===== src/hdl/smc_pkg.sv =====
// Shared types, codes and register defaults for the shutter motor controller.
package smc_pkg;

  typedef enum logic [1:0] {
    MODE_STOP = 2'd0,
    MODE_UP   = 2'd1,
    MODE_DOWN = 2'd2
  } mode_t;

  typedef enum logic [1:0] {
    REQ_NONE = 2'd0,
    REQ_STOP = 2'd1,
    REQ_UP   = 2'd2,
    REQ_DOWN = 2'd3
  } req_t;

  localparam int CfgIdxW = 3;
  localparam int CfgDataW = 32;

  localparam logic [CfgIdxW-1:0] REG_POLL_INTERVAL = 3'd0;
  localparam logic [CfgIdxW-1:0] REG_MIN_RUN       = 3'd1;
  localparam logic [CfgIdxW-1:0] REG_MAX_RUN       = 3'd2;
  localparam logic [CfgIdxW-1:0] REG_STALL_LIMIT   = 3'd3;
  localparam logic [CfgIdxW-1:0] REG_POWER_DELTA   = 3'd4;
  localparam logic [CfgIdxW-1:0] REG_TEMP_DELTA    = 3'd5;

  localparam logic [15:0] POLL_INTERVAL_RST = 16'd500;
  localparam logic [15:0] MIN_RUN_RST       = 16'd500;
  localparam logic [31:0] MAX_RUN_RST       = 32'd120000;
  localparam logic [15:0] STALL_LIMIT_RST   = 16'd100;
  localparam logic [15:0] POWER_DELTA_RST   = 16'd20;
  localparam logic [10:0] TEMP_DELTA_RST    = 11'd10;

  localparam int InDataW = 64;
  localparam int OutDataW = 40;

endpackage


===== src/hdl/shutter_motor_controller_core.sv =====
// Shutter motor controller: button/remote mode control, relay sequencing and reports.
//
// Takes one tick request per clock and returns exactly one result request per tick.
// Each tick is processed by combinational logic from the incoming request into the
// output register; in_tready stays high unless the output register holds a result
// that out_tready has not taken, so throughput is one tick per cycle while the output
// is not stalled. A poll runs when the modular time since the last poll
// reaches poll_interval_ms: the buttons are evaluated, the relays step toward the
// requested mode (a reversal rests in stop for one poll), power and temperature
// are reported on a change of at least their delta, and low power after min_run_ms
// stops the motor. Every tick also stops the motor once it has run max_run_ms.
// Configuration writes take effect on the next tick and are legal only when idle.
module shutter_motor_controller_core
  import smc_pkg::*;
(
  input  logic                clk,
  input  logic                rst_n,
  // time_ms[31:0], req_type[33:32], up_button[34], down_button[35],
  // power_sample[51:36], temperature_sample[62:52], zero[63]
  input  logic [InDataW-1:0]  in_tdata,
  input  logic                in_tvalid,
  output logic                in_tready,
  // up_relay[0], down_relay[1], requested_mode[3:2], power_report_valid[4],
  // power_reported[20:5], temp_report_valid[21], temp_reported[32:22], zero[39:33]
  output logic [OutDataW-1:0] out_tdata,
  output logic                out_tvalid,
  input  logic                out_tready,
  input  logic                cfg_we,
  input  logic [CfgIdxW-1:0]  cfg_idx,
  input  logic [CfgDataW-1:0] cfg_wdata
);

  // configuration
  logic [15:0] poll_interval_r, min_run_r, stall_limit_r, power_delta_r;
  logic [31:0] max_run_r;
  logic [10:0] temp_delta_r;

  // controller state
  mode_t              wanted_r, wanted_nxt;
  mode_t              applied_r, applied_nxt;
  logic               prev_up_r, prev_up_nxt;
  logic               prev_down_r, prev_down_nxt;
  logic [31:0]        run_start_r, run_start_nxt;
  logic               running_r, running_nxt;
  logic [31:0]        last_poll_r, last_poll_nxt;
  logic [15:0]        last_power_r, last_power_nxt;
  logic signed [10:0] last_temp_r, last_temp_nxt;

  logic                out_valid_r;
  logic [OutDataW-1:0] out_data_r, out_data_nxt;

  // unpacked request fields
  logic [31:0]        now;
  req_t               req;
  logic               up_btn, down_btn;
  logic [15:0]        power;
  logic signed [10:0] temp;

  logic               poll, starting;
  logic [31:0]        elapsed;
  logic [15:0]        pdiff;
  logic signed [11:0] tdiff;
  logic [11:0]        tabs;
  logic               pvalid, tvalid;
  logic               accept;

  assign now      = in_tdata[31:0];
  assign req      = req_t'(in_tdata[33:32]);
  assign up_btn   = in_tdata[34];
  assign down_btn = in_tdata[35];
  assign power    = in_tdata[51:36];
  assign temp     = in_tdata[62:52];

  assign in_tready  = !out_valid_r || out_tready;
  assign accept     = in_tvalid && in_tready;
  assign out_tvalid = out_valid_r;
  assign out_tdata  = out_data_r;

  always_comb begin
    wanted_nxt     = wanted_r;
    applied_nxt    = applied_r;
    prev_up_nxt    = prev_up_r;
    prev_down_nxt  = prev_down_r;
    run_start_nxt  = run_start_r;
    running_nxt    = running_r;
    last_poll_nxt  = last_poll_r;
    last_power_nxt = last_power_r;
    last_temp_nxt  = last_temp_r;
    starting       = 1'b0;
    pvalid         = 1'b0;
    tvalid         = 1'b0;

    case (req)
      REQ_STOP: wanted_nxt = MODE_STOP;
      REQ_UP:   wanted_nxt = MODE_UP;
      REQ_DOWN: wanted_nxt = MODE_DOWN;
      default:  ;
    endcase

    poll  = (now - last_poll_r) >= {16'd0, poll_interval_r};
    pdiff = (power >= last_power_r) ? (power - last_power_r) : (last_power_r - power);
    tdiff = {temp[10], temp} - {last_temp_r[10], last_temp_r};
    tabs  = tdiff[11] ? 12'(-tdiff) : 12'(tdiff);

    if (poll) begin
      last_poll_nxt = now;

      // buttons: both pressed stops; a new press starts, holding keeps, else stop
      if (up_btn && down_btn) begin
        wanted_nxt = MODE_STOP;
      end else if (up_btn) begin
        if ((wanted_nxt == MODE_STOP && !prev_up_r) || (wanted_nxt == MODE_UP && prev_up_r))
          wanted_nxt = MODE_UP;
        else
          wanted_nxt = MODE_STOP;
      end else if (down_btn) begin
        if ((wanted_nxt == MODE_STOP && !prev_down_r) ||
            (wanted_nxt == MODE_DOWN && prev_down_r))
          wanted_nxt = MODE_DOWN;
        else
          wanted_nxt = MODE_STOP;
      end
      prev_up_nxt   = up_btn;
      prev_down_nxt = down_btn;

      // relays: any change out of a running direction goes through stop first
      if (wanted_nxt != applied_r) begin
        if (wanted_nxt == MODE_STOP || applied_r != MODE_STOP) begin
          applied_nxt   = MODE_STOP;
          running_nxt   = 1'b0;
          run_start_nxt = '0;
        end else begin
          applied_nxt   = wanted_nxt;
          running_nxt   = 1'b1;
          run_start_nxt = now;
          starting      = 1'b1;
        end
      end

      if (pdiff >= power_delta_r) begin
        last_power_nxt = power;
        pvalid         = 1'b1;
      end

      if (tabs >= {1'b0, temp_delta_r}) begin
        last_temp_nxt = temp;
        tvalid        = 1'b1;
      end
    end

    // run time measured from the start recorded by this tick's relay step
    elapsed = starting ? 32'd0 : (now - run_start_r);

    if (poll && power < stall_limit_r && running_nxt && elapsed >= {16'd0, min_run_r})
      wanted_nxt = MODE_STOP;

    if (running_nxt && elapsed >= max_run_r)
      wanted_nxt = MODE_STOP;

    out_data_nxt = {
      7'd0,
      tvalid ? temp : 11'sd0,
      tvalid,
      pvalid ? power : 16'd0,
      pvalid,
      wanted_nxt,
      applied_nxt == MODE_DOWN,
      applied_nxt == MODE_UP
    };
  end

  always_ff @(posedge clk) begin
    if (!rst_n) begin
      poll_interval_r <= POLL_INTERVAL_RST;
      min_run_r       <= MIN_RUN_RST;
      max_run_r       <= MAX_RUN_RST;
      stall_limit_r   <= STALL_LIMIT_RST;
      power_delta_r   <= POWER_DELTA_RST;
      temp_delta_r    <= TEMP_DELTA_RST;
    end else if (cfg_we) begin
      case (cfg_idx)
        REG_POLL_INTERVAL: poll_interval_r <= cfg_wdata[15:0];
        REG_MIN_RUN:       min_run_r       <= cfg_wdata[15:0];
        REG_MAX_RUN:       max_run_r       <= cfg_wdata[31:0];
        REG_STALL_LIMIT:   stall_limit_r   <= cfg_wdata[15:0];
        REG_POWER_DELTA:   power_delta_r   <= cfg_wdata[15:0];
        REG_TEMP_DELTA:    temp_delta_r    <= cfg_wdata[10:0];
        default:           ;
      endcase
    end
  end

  always_ff @(posedge clk) begin
    if (!rst_n) begin
      wanted_r     <= MODE_STOP;
      applied_r    <= MODE_STOP;
      prev_up_r    <= 1'b0;
      prev_down_r  <= 1'b0;
      run_start_r  <= '0;
      running_r    <= 1'b0;
      last_poll_r  <= '0;
      last_power_r <= '0;
      last_temp_r  <= '0;
      out_valid_r  <= 1'b0;
    end else begin
      if (accept) begin
        wanted_r     <= wanted_nxt;
        applied_r    <= applied_nxt;
        prev_up_r    <= prev_up_nxt;
        prev_down_r  <= prev_down_nxt;
        run_start_r  <= run_start_nxt;
        running_r    <= running_nxt;
        last_poll_r  <= last_poll_nxt;
        last_power_r <= last_power_nxt;
        last_temp_r  <= last_temp_nxt;
        out_valid_r  <= 1'b1;
      end else if (out_tready) begin
        out_valid_r  <= 1'b0;
      end
    end
  end

  always_ff @(posedge clk) begin
    if (accept) begin
      out_data_r <= out_data_nxt;
    end
  end

endmodule


===== config.mk =====
export PLATFORM = sky130hd
export DESIGN_NAME = shutter_motor_controller_core
export DESIGN_NICKNAME = d
export VERILOG_FILES = /design/src/hdl/smc_pkg.sv /design/src/hdl/shutter_motor_controller_core.sv
export SDC_FILE = /design/constraint.sdc
export NUM_CORES = 1
export LEC_CHECK = 0
export BUFFER_PORTS_ARGS = -buffer_cell sky130_fd_sc_hd__buf_2
export CAP_MARGIN = 20
export CORE_MARGIN = 4
export CORE_UTILIZATION = 55
export CTS_CLUSTER_DIAMETER = 200
export CTS_CLUSTER_SIZE = 16
export DETAILED_ROUTE_END_ITERATION = 12
export PLACE_DENSITY = 0.74
export SLEW_MARGIN = 20
export SYNTH_ARGS = -nofsm -noshare
export SYNTH_HDL_FRONTEND = slang
export SYNTH_SLANG_ARGS = --single-unit

===== constraint.sdc =====
create_clock -name clk -period 16.6 [get_ports clk]
set_clock_uncertainty 0.05 [all_clocks]
set_input_delay 3.32 -clock clk [delete_from_list [all_inputs] [get_ports clk]]
set_output_delay 3.32 -clock clk [all_outputs]
set_load 0.02 [all_outputs]

# == Word level (Yosys, flattened, before mapping) ==
# Cells that the tools add are included.
# word_totals
reg_bits,239
in_bits,104
out_inout_bits,42
# op_classes
n_addsub,6
n_lt_le_gt_ge,7
n_eq_ne,13
muxes,28
n_reduce_logical,32
# ops
op,count
$ge 32x16->1,2
$mux 32,2
$sub 32x32->32,2
$ge 16x16->1,2
$ge 32x32->1,1
$sub 16x16->16,2
$mux 2,11
$lt 16x16->1,1
$mux 16,1
$reduce_and 2->1,7
$ge 12x11->1,1
$mux 1,12
$mux 12,1
$neg 12->12,1
$sub 11x11->12,1
$logic_and 1x1->1,10
$reduce_and 3->1,3
$eq 2x2->1 const B,4
$eq 2x1->1 const B,3
$eq 3x2->1 const B,2
$eq 3x3->1 const B,2
$pmux 2 s3,1
$logic_not 2->1,2
$logic_or 1x1->1,4
other kinds (5),8

# == Depth between registers and ports, before layout ==
# depth
word_depth,20
ltp_mapped,37
depth_no_buf,36

# == Least setup slack after synthesis ==
# No wires, ideal clock.
# synth_path
kind,in2reg
startpoint,input port in_tdata[0]
endpoint,register wanted_r[0]
setup_time_ns,0.087
t_arrival_ns,9.899
path_slack_ns,6.563
stages,37
path_buffers,1
path_cell_list,inv_1 > ha_1 > fa_1 > nor2b_1 > o31a_1 > o21a_1 > o21a_1 > o21ai_0 > nor2b_1 > o21bai_1 > a21oi_1 > xnor2_1 > ha_1 > o21ai_0 > o21a_1 > o2bb2ai_1 > a31oi_1 > o2111ai_1 > a2111oi_0 > nand4b_1 > nor4_4 > nor2_1 > clkbuf_1 > nor2_1 > ha_1 > a21o_1 > a21o_1 > a21o_1 > a21o_1 > a21o_1 > a2111oi_0 > o21ai_0 > or3_1 > o31a_1 > o31ai_1 > a21oi_2 > o31ai_1
# synth_between
elab_chain_cells,8
# synth_rtl
element,line_no,source
from (decl),shutter_motor_controller_core.sv:20,"input logic [InDataW-1:0] in_tdata,"
$sub 32x32->32,shutter_motor_controller_core.sv:100,"poll = (now - last_poll_r) >= {16'd0, poll_interval_r};"
$ge 32x16->1,shutter_motor_controller_core.sv:100,
$mux 1,shutter_motor_controller_core.sv:105,if (poll) begin
$mux 32,shutter_motor_controller_core.sv:152,elapsed = starting ? 32'd0 : (now - run_start_r);
$ge 32x16->1,shutter_motor_controller_core.sv:154,"if (poll && power < stall_limit_r && running_nxt && elapsed >= {16'd0, min_run_r})"
$logic_and 1x1->1,shutter_motor_controller_core.sv:154,
$mux 2,shutter_motor_controller_core.sv:154,
$mux 2 (*),shutter_motor_controller_core.sv:157,if (running_nxt && elapsed >= max_run_r)
to (signal assigned),shutter_motor_controller_core.sv:207,wanted_r <= wanted_nxt;
to (decl),shutter_motor_controller_core.sv:39,"mode_t wanted_r, wanted_nxt;"
# Every way passes the cells marked *; elsewhere a longest branch is shown, timed or not.
# A chain may end at the register's enable or synchronous reset.

# == Worst setup path after layout ==
# Same ends and word-level chain as after synthesis.

==> flow_summary.toml <==
[drt]
drt_wl_total_mm = 44.6
drc_errors = 0
drtIter0Drc = 746
via_per_inst = 5.71
wl_per_cell_um = 16.4
drtPass1Iterations = 5
ant_nets = 0
vias = 15500

[setup_path]
path_class = "in -> reg"
slowest_stage = "a2111oi_0"
r2r_cells = 37
crit_required_ns = 16.97
crit_path_max_incr_delay_ns = 0.44
crit_top_cell = "a21o_1"
end_kind = "flip-flop"
cp_data_arrival_time_ns = 11.69
crit_path_start_kind = "input port"
path_max_fanout = 31

[sta]
fmax_mhz = 88.3
tns_ns = 0
finalHoldWorstSlack_ns = 0.400
maxSlewHeadroom_pct = 31.4
slew_viol_final = 0
tightest_slew_ns = 1.03
hold_viol = 0
fin_crit_ns = 11.32
min_period_over_period_pct = 68.2
rsz0062_at_grt = "no"
finalSetupViolations = 0

[floorplan]
die_width_um = 187
ios = 146
fp.dieH_um = 187
coreArea_um2 = 31600
start_util_pct = 55.8
floorplan.rows = 65
dieArea_um2 = 34900

[layout]
drive_gt1_share_pct = 8.68
syn_to_final_growth_pct = 7.65
fin_area_um2 = 18900
final_nets = 2629
fill_cells = 2908

[clocking]
cts_buffers = 18
cts_max_level = 1
cts_tree = "built"
clk_latency_ns = 0.52
cts_hold_buf = 0
cts.clk_slew.worst_paths_ns = 0.07
cts.path.max_buffers = 3
root_buffer = "clkbuf_16"
cts.sinks = 239
cts_resized = 0
cts_setup_buffers = 0

[place]
gp_congestion = 0.901
dpl.hpwl_mm = 34.2
io_buffers = 137
postPlaceCellArea_um2 = 18400

[logic_synthesis]
synthDistinctLibCells = 82
yosysTopAreaCell = "dfxtp_1"
synth.most_common_cell = "nand2_1"
synthArstFlopShare_pct = 0
yosysTopAreaCellShare_pct = 23.4
synth_area_leaders = "dfxtp_1 23%, ha_1 15%, a21oi_1 6.8%, nand2_1 6.3%, edfxtp_1 5.6%"
syn-cell-area_um2 = 17600
synth.top_cells.by_count = "296 x nand2_1, 243 x inv_1, 240 x a21oi_1"
synthCells = 2240
ys.flop_type = "dfxtp_1"
ys_seq_area_share_pct = 29.1
synth_edf_count = 33
synth-warning-count = 0
postSynthAreaPerCell_um2 = 7.86
synth-seq-cells = 239

[global_route]
grt_antenna_before_repair = 4
grt_use_total_pct = 24.8
overflow = 0
grt_start_max_net_pins = 92
grt_pass1_vias = 15200
grt_pass1_wl_mm = 73.8

[pwr]
ir_worst_vdd_v = 0.0000867
power_mw = 2.10
power.density_nw_per_um2 = 111
total_leakage_power_nw = 8.01

[run_status]
outcome = "completed"

[run]
maxCapViolations = 0

[hold_path]
whs_path_depth = 2
hold_class = "reg -> reg"
layer usage:
layer | part of all wire (%) | up-vias | wire (um) | global-route usage (%)
met5 | 0.092 | - | 41 | 0
met3 | 4.6 | 88 | 2040 | 3.70
met1 | 43 | 7221 | 19300 | 30.3
li1 | - | 7870 | - | -
met2 | 49 | 346 | 21700 | 44.7
met4 | 3.4 | 6 | 1530 | 8.08
critical path, delay by kind of cell:
| family | cells | cell delay, ns |
|---|---|---|
| AOI/OAI and AO/OA | 23 | 4.87 |
| xor gates and xnor gates | 1 | 0.16 |
| adders and majority gates | 4 | 0.97 |
| buffers and inverters | 4 | 0.85 |
| and+or+nand+nor | 7 | 1.50 |
worst paths after layout:
| check | from | end | slack, ns |
|---|---|---|---|
| setup reg to reg | last_poll_r[2] | wanted_r[0] | 7.90 |
| hold / removal | run_start_r[23] | run_start_r[23] | 0.40 |
| hold reg to reg | run_start_r[23] | run_start_r[23] | 0.40 |
| setup / recovery | in_tdata[0] | wanted_r[0] | 5.28 |
cell usage in the layout (no fill, tap or decap), types with 42 or more instances in the layout:
master	instances
a21o_1	81
dfxtp_1	206
nor3_1	42
nor2_1	150
inv_1	243
xnor2_1	49
nand3_1	69
a21oi_1	239
nand2_1	296
buf_2	137
ha_1	209
o21ai_0	65
mux2i_1	69
per-stage QoR:
step	worst slack [ns]	instances	utilization, %
final	5.28	2720	60.0
after global routing	4.49	2719	60.0
after CTS	5.36	2719	60.0
after detailed placement	4.84	2693	58.4
after global placement	5.09	2693	58.4
after floorplan	6.56	2246	-
logic make-up after synthesis:
family | after synthesis | share of synthesized area [%]
AO/OA/AOI/OAI | 567 | 20.4
flip-flops | 239 | 29.1
buffers and inverters | 346 | 7.90
XOR/XNOR | 77 | 3.83
multiplexers | 75 | 4.31
AND/OR/NAND/NOR | 720 | 19.0
adder cells (fa/ha/maj) | 215 | 15.5
other | 1 | 0.0213
power breakdown:
part	total (mW)	leakage [nW]	internal (mW)	switching, mW
registers	0.692	2.00	0.666	0.0262
clock network	0.420	0.242	0.209	0.211
logic	0.990	5.77	0.413	0.577
cell type report:
cell class | instances | area (um2) | area share [%]
antenna | 1 | 2.50 | 0.0132
tap | 402 | 503 | 2.65
inverter | 244 | 918 | 4.85
sequential | 239 | 5110 | 27.0
timing repair buffer | 147 | 761 | 4.02
multi-input combinational | 1661 | 11100 | 58.8
clock buffer | 26 | 502 | 2.65
state kept, by name, summed over array words and instances, names as in the netlist, 2 cells and up:
register / flops
out_tdata: 33
last_poll_r: 32
temp_delta_r: 11
poll_interval_r: 16
last_temp_r: 11
run_start_r: 32
min_run_r: 16
stall_limit_r: 16
power_delta_r: 16
wanted_r: 2
max_run_r: 32
last_power_r: 16
applied_r: 2
Note: power is estimated with default switching activity, not from simulation.
